--- config.mk ---
export PLATFORM = sky130hd
export DESIGN_NAME = button_click_classifier_fifo
export DESIGN_NICKNAME = d
export VERILOG_FILES = /design/src/hdl/bcc_pkg.sv /design/src/hdl/button_click_classifier_fifo.sv /design/src/hdl/bcc_front.sv /design/src/hdl/bcc_back.sv
export SDC_FILE = /design/constraint.sdc
export NUM_CORES = 1
export LEC_CHECK = 0
export BUFFER_PORTS_ARGS = -buffer_cell sky130_fd_sc_hd__buf_2
export CORE_UTILIZATION = 30
export DETAILED_ROUTE_END_ITERATION = 10
export RECOVER_POWER = 50
export SYNTH_ARGS = -nofsm -noshare
export SYNTH_HDL_FRONTEND = slang
export SYNTH_SLANG_ARGS = --single-unit
export TNS_END_PERCENT = 30
--- constraint.sdc ---
create_clock -name clk -period 6.6 [get_ports clk]
set_clock_uncertainty 0.1 [all_clocks]
set_input_delay 0.66 -clock clk [delete_from_list [all_inputs] [get_ports clk]]
set_output_delay 0.66 -clock clk [all_outputs]
set_load 0.03 [all_outputs]
--- src/hdl/bcc_pkg.sv ---
`default_nettype none
package bcc_pkg;

  localparam int unsigned QUEUE_DEPTH = 8;
  localparam int unsigned PTR_W       = (QUEUE_DEPTH > 1) ? $clog2(QUEUE_DEPTH) : 1;
  localparam int unsigned CNT_W       = $clog2(QUEUE_DEPTH + 1);
  localparam int unsigned SUM_W       = CNT_W + 1;

  localparam int unsigned TIME_W      = 32;
  localparam int unsigned DEBOUNCE_W  = 16;
  localparam int unsigned CFG_IDX_W   = 2;

  localparam logic [DEBOUNCE_W-1:0] DEBOUNCE_RST = 16'd30;
  localparam logic [TIME_W-1:0]     DOUBLE_RST   = 32'd300;
  localparam logic [TIME_W-1:0]     LONG_RST     = 32'd500;

  typedef enum logic [1:0] {
    OP_SAMPLE = 2'd0,
    OP_POP    = 2'd1,
    OP_FLUSH  = 2'd2,
    OP_NOP    = 2'd3
  } op_t;

  typedef enum logic [2:0] {
    EV_NONE    = 3'd0,
    EV_PRESSED = 3'd1,
    EV_SHORT   = 3'd2,
    EV_LONG    = 3'd3,
    EV_DOUBLE  = 3'd4
  } event_t;

  typedef enum logic [1:0] {
    CFG_DEBOUNCE = 2'd0,
    CFG_DOUBLE   = 2'd1,
    CFG_LONG     = 2'd2,
    CFG_UNUSED   = 2'd3
  } cfg_idx_t;

  typedef enum logic [2:0] {
    MODE_IDLE   = 3'b001,
    MODE_WAIT   = 3'b010,
    MODE_FORGET = 3'b100
  } mode_t;

  // Decoded request handed from the front to the back.
  typedef struct packed {
    logic              sample;
    logic              pop;
    logic              flush;
    logic              level;
    logic [TIME_W-1:0] now_ms;
  } req_t;

  typedef struct packed {
    logic                 we;
    logic [CFG_IDX_W-1:0] index;
    logic [TIME_W-1:0]    wdata;
  } cfg_t;

endpackage
`default_nettype wire

--- src/hdl/button_click_classifier_fifo.sv ---
`default_nettype none
// Channel   Handshake              Payload
// in        in_valid / in_stall    in_op[1:0], in_pin_level, in_now_ms[31:0]
// out       out_valid / out_stall  out_event_code[2:0], out_event_dropped, out_queue_count[3:0]
// cfg       cfg_we                 cfg_index[1:0], cfg_wdata[31:0]
//
// One request per cycle while out_stall does not hold the result register; an accepted
// request is written into the two-entry queue, then classified, and the event ring and
// result register are updated when the back takes it from the queue.
// rst_n is synchronous; it restores register defaults, click state and an empty queue.
// in_stall rises only when the request queue is full, i.e. after out_stall has held.
// out_stall holds the result register; the front keeps taking requests until the queue fills.
module button_click_classifier_fifo (
  input  wire logic        clk,
  input  wire logic        rst_n,
  input  wire logic        in_valid,
  output logic             in_stall,
  input  wire logic [1:0]  in_op,
  input  wire logic        in_pin_level,
  input  wire logic [31:0] in_now_ms,
  output logic             out_valid,
  input  wire logic        out_stall,
  output logic [2:0]       out_event_code,
  output logic             out_event_dropped,
  output logic [3:0]       out_queue_count,
  input  wire logic        cfg_we,
  input  wire logic [1:0]  cfg_index,
  input  wire logic [31:0] cfg_wdata
);

  bcc_pkg::req_t req;
  bcc_pkg::cfg_t cfg;
  logic          req_valid;
  logic          req_take;

  assign cfg.we    = cfg_we;
  assign cfg.index = cfg_index;
  assign cfg.wdata = cfg_wdata;

  bcc_front u_front (
    .clk          (clk),
    .rst_n        (rst_n),
    .in_valid     (in_valid),
    .in_stall     (in_stall),
    .in_op        (in_op),
    .in_pin_level (in_pin_level),
    .in_now_ms    (in_now_ms),
    .req_valid    (req_valid),
    .req          (req),
    .req_take     (req_take)
  );

  bcc_back u_back (
    .clk               (clk),
    .rst_n             (rst_n),
    .cfg               (cfg),
    .req_valid         (req_valid),
    .req               (req),
    .req_take          (req_take),
    .out_valid         (out_valid),
    .out_stall         (out_stall),
    .out_event_code    (out_event_code),
    .out_event_dropped (out_event_dropped),
    .out_queue_count   (out_queue_count)
  );

endmodule
`default_nettype wire

--- src/hdl/bcc_front.sv ---
`default_nettype none
module bcc_front (
  input  wire logic                         clk,
  input  wire logic                         rst_n,
  input  wire logic                         in_valid,
  output logic                              in_stall,
  input  wire logic [1:0]                   in_op,
  input  wire logic                         in_pin_level,
  input  wire logic [bcc_pkg::TIME_W-1:0]   in_now_ms,
  output logic                              req_valid,
  output bcc_pkg::req_t                     req,
  input  wire logic                         req_take
);

  bcc_pkg::req_t entry_r [2];
  logic          wr_ptr_r, wr_ptr_nxt;
  logic          rd_ptr_r, rd_ptr_nxt;
  logic [1:0]    count_r,  count_nxt;
  bcc_pkg::req_t dec;
  logic          push, pop;

  // Decode op into one-hot request kind; unused op becomes a no-op.
  always_comb begin
    dec        = '0;
    dec.level  = in_pin_level;
    dec.now_ms = in_now_ms;
    unique case (bcc_pkg::op_t'(in_op))
      bcc_pkg::OP_SAMPLE: dec.sample = 1'b1;
      bcc_pkg::OP_POP:    dec.pop    = 1'b1;
      bcc_pkg::OP_FLUSH:  dec.flush  = 1'b1;
      default:            dec.sample = 1'b0;
    endcase
  end

  assign in_stall  = (count_r == 2'd2);
  assign push      = in_valid && !in_stall;
  assign req_valid = (count_r != 2'd0);
  assign req       = entry_r[rd_ptr_r];
  assign pop       = req_valid && req_take;

  always_comb begin
    wr_ptr_nxt = push ? !wr_ptr_r : wr_ptr_r;
    rd_ptr_nxt = pop  ? !rd_ptr_r : rd_ptr_r;
    count_nxt  = count_r;
    if (push && !pop) begin
      count_nxt = count_r + 2'd1;
    end else if (pop && !push) begin
      count_nxt = count_r - 2'd1;
    end
  end

  always_ff @(posedge clk) begin
    if (!rst_n) begin
      wr_ptr_r <= 1'b0;
      rd_ptr_r <= 1'b0;
      count_r  <= 2'd0;
    end else begin
      wr_ptr_r <= wr_ptr_nxt;
      rd_ptr_r <= rd_ptr_nxt;
      count_r  <= count_nxt;
    end
  end

  always_ff @(posedge clk) begin
    if (push) begin
      entry_r[wr_ptr_r] <= dec;
    end
  end

endmodule
`default_nettype wire

--- src/hdl/bcc_back.sv ---
`default_nettype none
module bcc_back (
  input  wire logic                         clk,
  input  wire logic                         rst_n,
  input  wire bcc_pkg::cfg_t                cfg,
  input  wire logic                         req_valid,
  input  wire bcc_pkg::req_t                req,
  output logic                              req_take,
  output logic                              out_valid,
  input  wire logic                         out_stall,
  output logic [2:0]                        out_event_code,
  output logic                              out_event_dropped,
  output logic [3:0]                        out_queue_count
);

  localparam int unsigned PTR_W = bcc_pkg::PTR_W;
  localparam int unsigned CNT_W = bcc_pkg::CNT_W;
  localparam int unsigned SUM_W = bcc_pkg::SUM_W;
  localparam int unsigned TW    = bcc_pkg::TIME_W;

  logic [bcc_pkg::DEBOUNCE_W-1:0] debounce_r;
  logic [TW-1:0]                  double_r;
  logic [TW-1:0]                  long_r;

  logic [TW-1:0]     change_time_r, change_time_nxt;
  logic              last_level_r,  last_level_nxt;
  bcc_pkg::mode_t    mode_r,        mode_nxt;
  logic [2:0]        ring_r [bcc_pkg::QUEUE_DEPTH];
  logic [PTR_W-1:0]  head_r,        head_nxt;
  logic [CNT_W-1:0]  count_r,       count_nxt;

  logic              out_valid_r;
  logic [2:0]        code_r,        code_nxt;
  logic              dropped_r,     dropped_nxt;
  logic [CNT_W-1:0]  qcount_r;

  logic [TW-1:0]     elapsed;
  bcc_pkg::event_t   cls_code;
  bcc_pkg::mode_t    cls_mode;
  logic              cls_last;
  logic [TW-1:0]     cls_change;
  logic              fire, has_room, has_event, push;
  logic [SUM_W-1:0]  slot_sum;
  logic [PTR_W-1:0]  slot;
  logic [CNT_W+3:0]  qcount_ext;

  assign fire     = req_valid && (!out_valid_r || !out_stall);
  assign req_take = fire;

  // Classify one sample against the held level and click mode.
  always_comb begin
    elapsed    = req.now_ms - change_time_r;
    cls_code   = bcc_pkg::EV_NONE;
    cls_mode   = mode_r;
    cls_last   = last_level_r;
    cls_change = change_time_r;
    if (elapsed >= {{(TW-bcc_pkg::DEBOUNCE_W){1'b0}}, debounce_r}) begin
      if (req.level == last_level_r) begin
        if (!req.level) begin
          if (mode_r == bcc_pkg::MODE_IDLE && elapsed > long_r) begin
            cls_mode = bcc_pkg::MODE_FORGET;
            cls_code = bcc_pkg::EV_LONG;
          end
        end else if (mode_r != bcc_pkg::MODE_IDLE && elapsed > double_r) begin
          cls_mode = bcc_pkg::MODE_IDLE;
          cls_code = bcc_pkg::EV_SHORT;
        end
      end else begin
        cls_last   = req.level;
        cls_change = req.now_ms;
        if (!req.level) begin
          if (mode_r == bcc_pkg::MODE_WAIT) begin
            cls_mode = bcc_pkg::MODE_FORGET;
            cls_code = bcc_pkg::EV_DOUBLE;
          end else begin
            cls_mode = bcc_pkg::MODE_IDLE;
            cls_code = bcc_pkg::EV_PRESSED;
          end
        end else begin
          cls_mode = (mode_r != bcc_pkg::MODE_IDLE) ? bcc_pkg::MODE_IDLE : bcc_pkg::MODE_WAIT;
        end
      end
    end
  end

  assign has_room  = (count_r < CNT_W'(bcc_pkg::QUEUE_DEPTH));
  assign has_event = (cls_code != bcc_pkg::EV_NONE);
  assign push      = fire && req.sample && has_event && has_room;

  // Tail slot wraps at most once since head is below the depth and count is at most the depth.
  always_comb begin
    slot_sum = SUM_W'(head_r) + SUM_W'(count_r);
    if (slot_sum >= SUM_W'(bcc_pkg::QUEUE_DEPTH)) begin
      slot_sum = slot_sum - SUM_W'(bcc_pkg::QUEUE_DEPTH);
    end
    slot = slot_sum[PTR_W-1:0];
  end

  always_comb begin
    change_time_nxt = change_time_r;
    last_level_nxt  = last_level_r;
    mode_nxt        = mode_r;
    head_nxt        = head_r;
    count_nxt       = count_r;
    code_nxt        = bcc_pkg::EV_NONE;
    dropped_nxt     = 1'b0;
    priority if (req.sample) begin
      change_time_nxt = cls_change;
      last_level_nxt  = cls_last;
      mode_nxt        = cls_mode;
      code_nxt        = cls_code;
      dropped_nxt     = has_event && !has_room;
      if (has_event && has_room) begin
        count_nxt = count_r + CNT_W'(1);
      end
    end else if (req.pop) begin
      if (count_r != '0) begin
        code_nxt  = ring_r[head_r];
        head_nxt  = (head_r == PTR_W'(bcc_pkg::QUEUE_DEPTH - 1)) ? '0 : head_r + PTR_W'(1);
        count_nxt = count_r - CNT_W'(1);
      end
    end else if (req.flush) begin
      mode_nxt  = bcc_pkg::MODE_IDLE;
      head_nxt  = '0;
      count_nxt = '0;
    end else begin
      code_nxt = bcc_pkg::EV_NONE;
    end
  end

  always_ff @(posedge clk) begin
    if (!rst_n) begin
      debounce_r    <= bcc_pkg::DEBOUNCE_RST;
      double_r      <= bcc_pkg::DOUBLE_RST;
      long_r        <= bcc_pkg::LONG_RST;
      change_time_r <= '0;
      last_level_r  <= 1'b1;
      mode_r        <= bcc_pkg::MODE_IDLE;
      head_r        <= '0;
      count_r       <= '0;
      out_valid_r   <= 1'b0;
    end else begin
      if (cfg.we) begin
        if (cfg.index == bcc_pkg::CFG_DEBOUNCE) begin
          debounce_r <= cfg.wdata[bcc_pkg::DEBOUNCE_W-1:0];
        end
        if (cfg.index == bcc_pkg::CFG_DOUBLE) begin
          double_r <= cfg.wdata;
        end
        if (cfg.index == bcc_pkg::CFG_LONG) begin
          long_r <= cfg.wdata;
        end
      end
      if (fire) begin
        change_time_r <= change_time_nxt;
        last_level_r  <= last_level_nxt;
        mode_r        <= mode_nxt;
        head_r        <= head_nxt;
        count_r       <= count_nxt;
        out_valid_r   <= 1'b1;
      end else if (!out_stall) begin
        out_valid_r <= 1'b0;
      end
    end
  end

  // Payload registers: ring entries and result fields.
  always_ff @(posedge clk) begin
    if (push) begin
      ring_r[slot] <= cls_code;
    end
    if (fire) begin
      code_r    <= code_nxt;
      dropped_r <= dropped_nxt;
      qcount_r  <= count_nxt;
    end
  end

  assign qcount_ext        = {4'd0, qcount_r};
  assign out_valid         = out_valid_r;
  assign out_event_code    = code_r;
  assign out_event_dropped = dropped_r;
  assign out_queue_count   = qcount_ext[3:0];

endmodule
`default_nettype wire
-- Yosys cells after proc, flatten, opt, wreduce, memory -nomap -nowiden
Memory sizes are Yosys's and may differ from the RTL's. A register that Yosys moved wholly into a read port is not among the register bits.
Cells that the tools add are included.
Widths: inputs -> output; s select.
- output and inout port bits: 10
- memories kept: 2
- register bits after elaboration: 136
- bits of input ports: 74
- bits in writable memories: 96
- add/subtract/negate cells: 8
- order comparisons: 5
- equality and inequality tests: 16
- reductions and logical operators: 35
- bitwise logic cells: 2
- muxes and demuxes: 45
- memories (name ; words ; width ; read ports ; clocked after memory_dff ; write ports ; line ; text):
    u_front.entry_r ; 2 ; 36 ; 1 ; 1 ; 1 ; bcc_front.sv:15 ; bcc_pkg::req_t entry_r [2];
    u_back.ring_r ; 8 ; 3 ; 1 ; 1 ; 1 ; bcc_back.sv:28 ; logic [2:0] ring_r [bcc_pkg::QUEUE_DEPTH];
- operators by type and width (kind ; number):
    $mux 3 ; 24
    $gt 32x32->1 ; 2
    $ge 32x16->1 ; 1
    $sub 32x32->32 ; 1
    $mux 4 ; 5
    $logic_and 1x1->1 ; 12
    $mux 1 ; 11
    $mux 2 ; 5
    $logic_not 1->1 ; 8
    $ne 4x4->1 const B ; 2
    $reduce_and 4->1 ; 2
    $reduce_bool 2->1 ; 4
    $eq 2x2->1 const B ; 3
    $ne 2x1->1 const B ; 3
    $reduce_and 2->1 ; 3
    $reduce_and 6->1 ; 1
    $add 3x4->5 ; 1
    $ge 5x4->1 const B ; 1
    $add 4x1->4 const B ; 1
    $eq 2x1->1 const B ; 2
    $logic_not 2->1 ; 2
    $lt 4x4->1 const B ; 1
    $reduce_bool 4->1 ; 1
    $sub 4x1->4 const B ; 1
    other kinds (13) ; 14

-- Depth between registers and ports, before layout
- depth after elaboration: 12
- mapped depth: 26
- depth with buffers taken out: 23

-- Modules after synthesis
From an unflattened synthesis, not the netlist that was laid out.
- cell total of the unflattened synthesis: 1437
- area, all modules: 13332.8 um^2
- by module, submodules not included (module ; cells an instance ; instances ; sequential area each (um^2) ; area each (um^2)):
    bcc_back ; 1297 ; 1 ; 3503.4 ; 10485.1
    bcc_front ; 140 ; 1 ; 2262.2 ; 2847.7

-- Least setup slack after synthesis
Ideal clock, no wire load.
- kind: register -> register
- start point: register (tool-made name)
- end point: memory u_back.ring_r[0][0], enable pin
- period minus slack after synthesis: 6.324 ns
- arrival: 5.874 ns
- slack: 0.276 ns
- cell stages (with the launch flop): 26
- buffers on the path: 3
- cells stage by stage: dfxtp_1 buf_1 buf_1 mux2i_1 ha_1 inv_1 fa_1 a211oi_2 o21ai_1 a311o_1 a222oi_1 nand2_1 xor2_1 ha_1 nand4_1 nor3_1 a21oi_1 nand3b_1 a31oi_1 o21ai_0 and4_1 or2_2 a21o_1 buf_6 nor4_4 nor3b_1
- RTL lines (element ; line):
    end: declaration ; bcc_back.sv:28

==> run metrics <==
status complete, but fails checks; failing checks capacitance limit, slew limit; final hold vios 0; global placement routability congestion roughly 0.94; hold path depth 1; final period utilization between 90 and 100%; drt first pass iters 5; core area ~0.043 mm2; slowest cell delay on critical path 610 ps; antenna violations before repair 2; DRT iter0 DRCs roughly 670; Yosys warnings 0; Initial Utilization a little under a third; # clock sinks 236; first-pass GRT wire length between 50000 and 60000 um; total power 7.89 mW; worst-path fanout max 12; Post-Route Setup TNS 0 ps; largest net degree at the start of global routing 62; reg2reg path depth 21; final worst path period need 6220 ps; reg2reg end u_back.ring_r[3][1]$_DFFE_PP_; Hold WS 204 ps; Worst-Margin Slew between 2000 and 2500 ps; CTS tree done; vias per cell ~5; Area Overhead vs Synth 15.4%; Routed Antenna Nets 0; total CTS buffers 27; hold endpoint u_front.entry_r[1][12]$_DFFE_PP_; Clk pin slew, worst setup/hold paths about 60 ps; Mapped Area 0.0132 mm2; Crit. End Element flip-flop; clock latency on the worst-skew pair roughly 540 ps; vias 10530; Rows 76; leakage 5.58 nW; Pwr Density between 500 and 600 mW/mm2; slowest stage cell on the critical path nor4_1; Critical Path AT 6280 ps; hold_sp in_now_ms[12]; I/O Buffers between 80 and 90; syn_area_per_cell around 9.4 um2; Residual DRC 0; RSZ-0062 raised after global routing false; Ports 84; share of post-route cells with drive strength above 1 13.0%; Worst EP required approximately 6700 ps; Post-synth EDFFs between 100 and 150; postcts setup bufs 0; Die Height around 210 um; dpl hpwl around 26000 um; drt total wl ~35000 um; Net Count, Synth 1607; design area between 0.015 and 0.02 mm2; Startpoint Class flip-flop; global route overflow 0; CTS Root Cell clkbuf_16; final setup fails 0; Worst Hold Class input pin to flip-flop; fin util 35.3%; worst-path cell chain mux2i_1, ha_1, inv_1, fa_1, a211oi_2, o21ai_1, a311o_1, a222oi_1, nand2_1, xor2_1, ha_1, nand4_1, nor3_2, a21oi_1, nand3b_1, a31oi_2, o21ai_0, and4_1, or2_2, a21o_1, nor4_1; CTS Hold Bufs 0; post_cts resized 0; die area 0.0449 mm2; H-tree levels 1; most used cell, CP ha_1; fmax 0.161 GHz; ys flop type dfxtp_1; Wirelength per Cell 16.7 um; VDD IR max roughly 0.00023 V; nets 1685; Async SR Flop Fraction 0%; clk buf depth 3; crit path kind flip-flop to flip-flop; final max-slew violation count between 100 and 150; placed cell areas ~0.014 mm2; Max-Cap Viols 3; GRT Total Usage between 10% and 20%; reg2reg setup slack 380 ps; #FFs+latches synth approximately 240; Die X-Extent approximately 210 um; post-synthesis sequential area ratio 43.6%; cells after synthesis 1413; post-synth cell types 81; vias in the first global route around 10000; Max-slew headroom -44.0%
[cells by family after synthesis]
logic type               synth area share, %
multiplexers                            5.13
AND/OR/NAND/NOR                         16.9
XOR/XNOR                                2.05
AO/OA/AOI/OAI                           15.2
adder cells (fa/ha/maj)                 11.5
buffers and inverters                   5.63
flip-flops                              43.6
[per-stage QoR]
step                      setup slack, ps  instances
after CTS                            15.9       2096
after detailed placement             54.3       2047
after global routing                 6.85       2096
after global placement                219       2047
final                                 382       2098
after floorplan                       276       1413
[state kept, by name, indices dropped and copies added, names as in the netlist, 4 cells and up, named ones only]
signal / flops
u_back.long_r: 32
u_back.double_r: 32
u_front.entry_r: 72
u_back.out_queue_count: 4
u_back.ring_r: 24
u_back.change_time_r: 32
u_back.count_r: 4
u_back.debounce_r: 16
[layout by cell type (no fill, tap or decap), types with 8 or more instances in the layout]
master,instances
a211oi_1,8
a21o_1,34
a21oi_1,155
a31oi_1,10
and3_1,9
buf_2,49
buf_4,23
clkbuf_1,43
clkbuf_16,30
dfxtp_1,131
edfxtp_1,104
ha_1,116
inv_1,124
mux2_2,34
mux2i_1,16
nand2_1,193
nand3_1,14
nand4_1,25
nor2_1,59
nor2b_1,9
nor3_1,74
nor3b_1,8
nor4_1,8
o211ai_1,23
o21ai_0,29
or3_1,8
xnor2_1,14
xor2_1,17
[Yosys cell counts, drive strengths merged, types with 4 or more instances]
cell	n	area share, %
a211oi	11	0.74
a21o	34	1.9
a21oi	158	6.1
a311o	4	0.30
a311oi	4	0.26
a31oi	11	0.52
and2	7	0.33
and3	9	0.43
and4	8	0.55
buf	17	0.72
clkbuf	48	1.4
dfxtp	132	20
edfxtp	104	24
ha	118	11
inv	125	3.5
mux2	34	2.9
mux2i	16	1.2
mux4	6	1.0
nand2	194	5.5
nand2b	7	0.33
nand3	14	0.53
nand4	25	1.2
nor2	61	1.7
nor2b	9	0.43
nor3	77	3.0
nor3b	10	0.57
nor4	13	0.78
nor4b	4	0.31
o211ai	23	1.3
o21a	7	0.40
o21ai	33	1.3
o22ai	4	0.19
o31ai	4	0.23
or3	9	0.46
xnor2	14	0.93
xor2	17	1.1
[power breakdown]
group | total, mW | switching, mW | internal (mW)
Combinational | 4.49 | 2.68 | 1.81
Clock | 1.53 | 0.615 | 0.912
Sequential | 1.88 | 0.111 | 1.77
[worst max-delay path: cells and delay by family (launching register included)]
family	cells	cell delay [ps]
AO/OA/AOI/OAI	8	1920
adder cells (fa/ha/maj)	3	940
flip-flops	1	440
AND/OR/NAND/NOR	7	1900
multiplexers	1	280
XOR/XNOR	1	200
buffers and inverters	1	50
[per-layer routing]
layer,part of all wire [%],up-vias,wire [um],GRT usage [%]
li1,-,5215,-,-
met1,49,5008,17100,22.4
met2,44,253,15300,24.2
met3,5.0,54,1740,2.29
met4,2.4,0,836,4.65
met5,0,-,0,0
[final cells by class]
class	instances	area, um2
Antenna cell	2	5.00
Inverter	125	470
Sequential cell	236	5770
Clock buffer	34	776
Timing Repair Buffer	114	593
Fill cell	4453	28000
Multi-Input combinational cell	987	6780
Tap cell	585	732
Clock inverter	15	138
[worst max path at each step]
stage                         start                            end  cells after the start
final                     flip-flop  u_back.ring_r[3][1]$_DFFE_PP_                     21
after global routing      flip-flop  u_back.ring_r[7][2]$_DFFE_PP_                     23
after CTS                 flip-flop  u_back.ring_r[6][1]$_DFFE_PP_                     23
after detailed placement  flip-flop  u_back.ring_r[6][2]$_DFFE_PP_                     23
after global placement    flip-flop  u_back.ring_r[6][0]$_DFFE_PP_                     23
after floorplan           flip-flop  u_back.ring_r[0][0]$_DFFE_PP_                     25
Power figures use the tool's default switching activity.
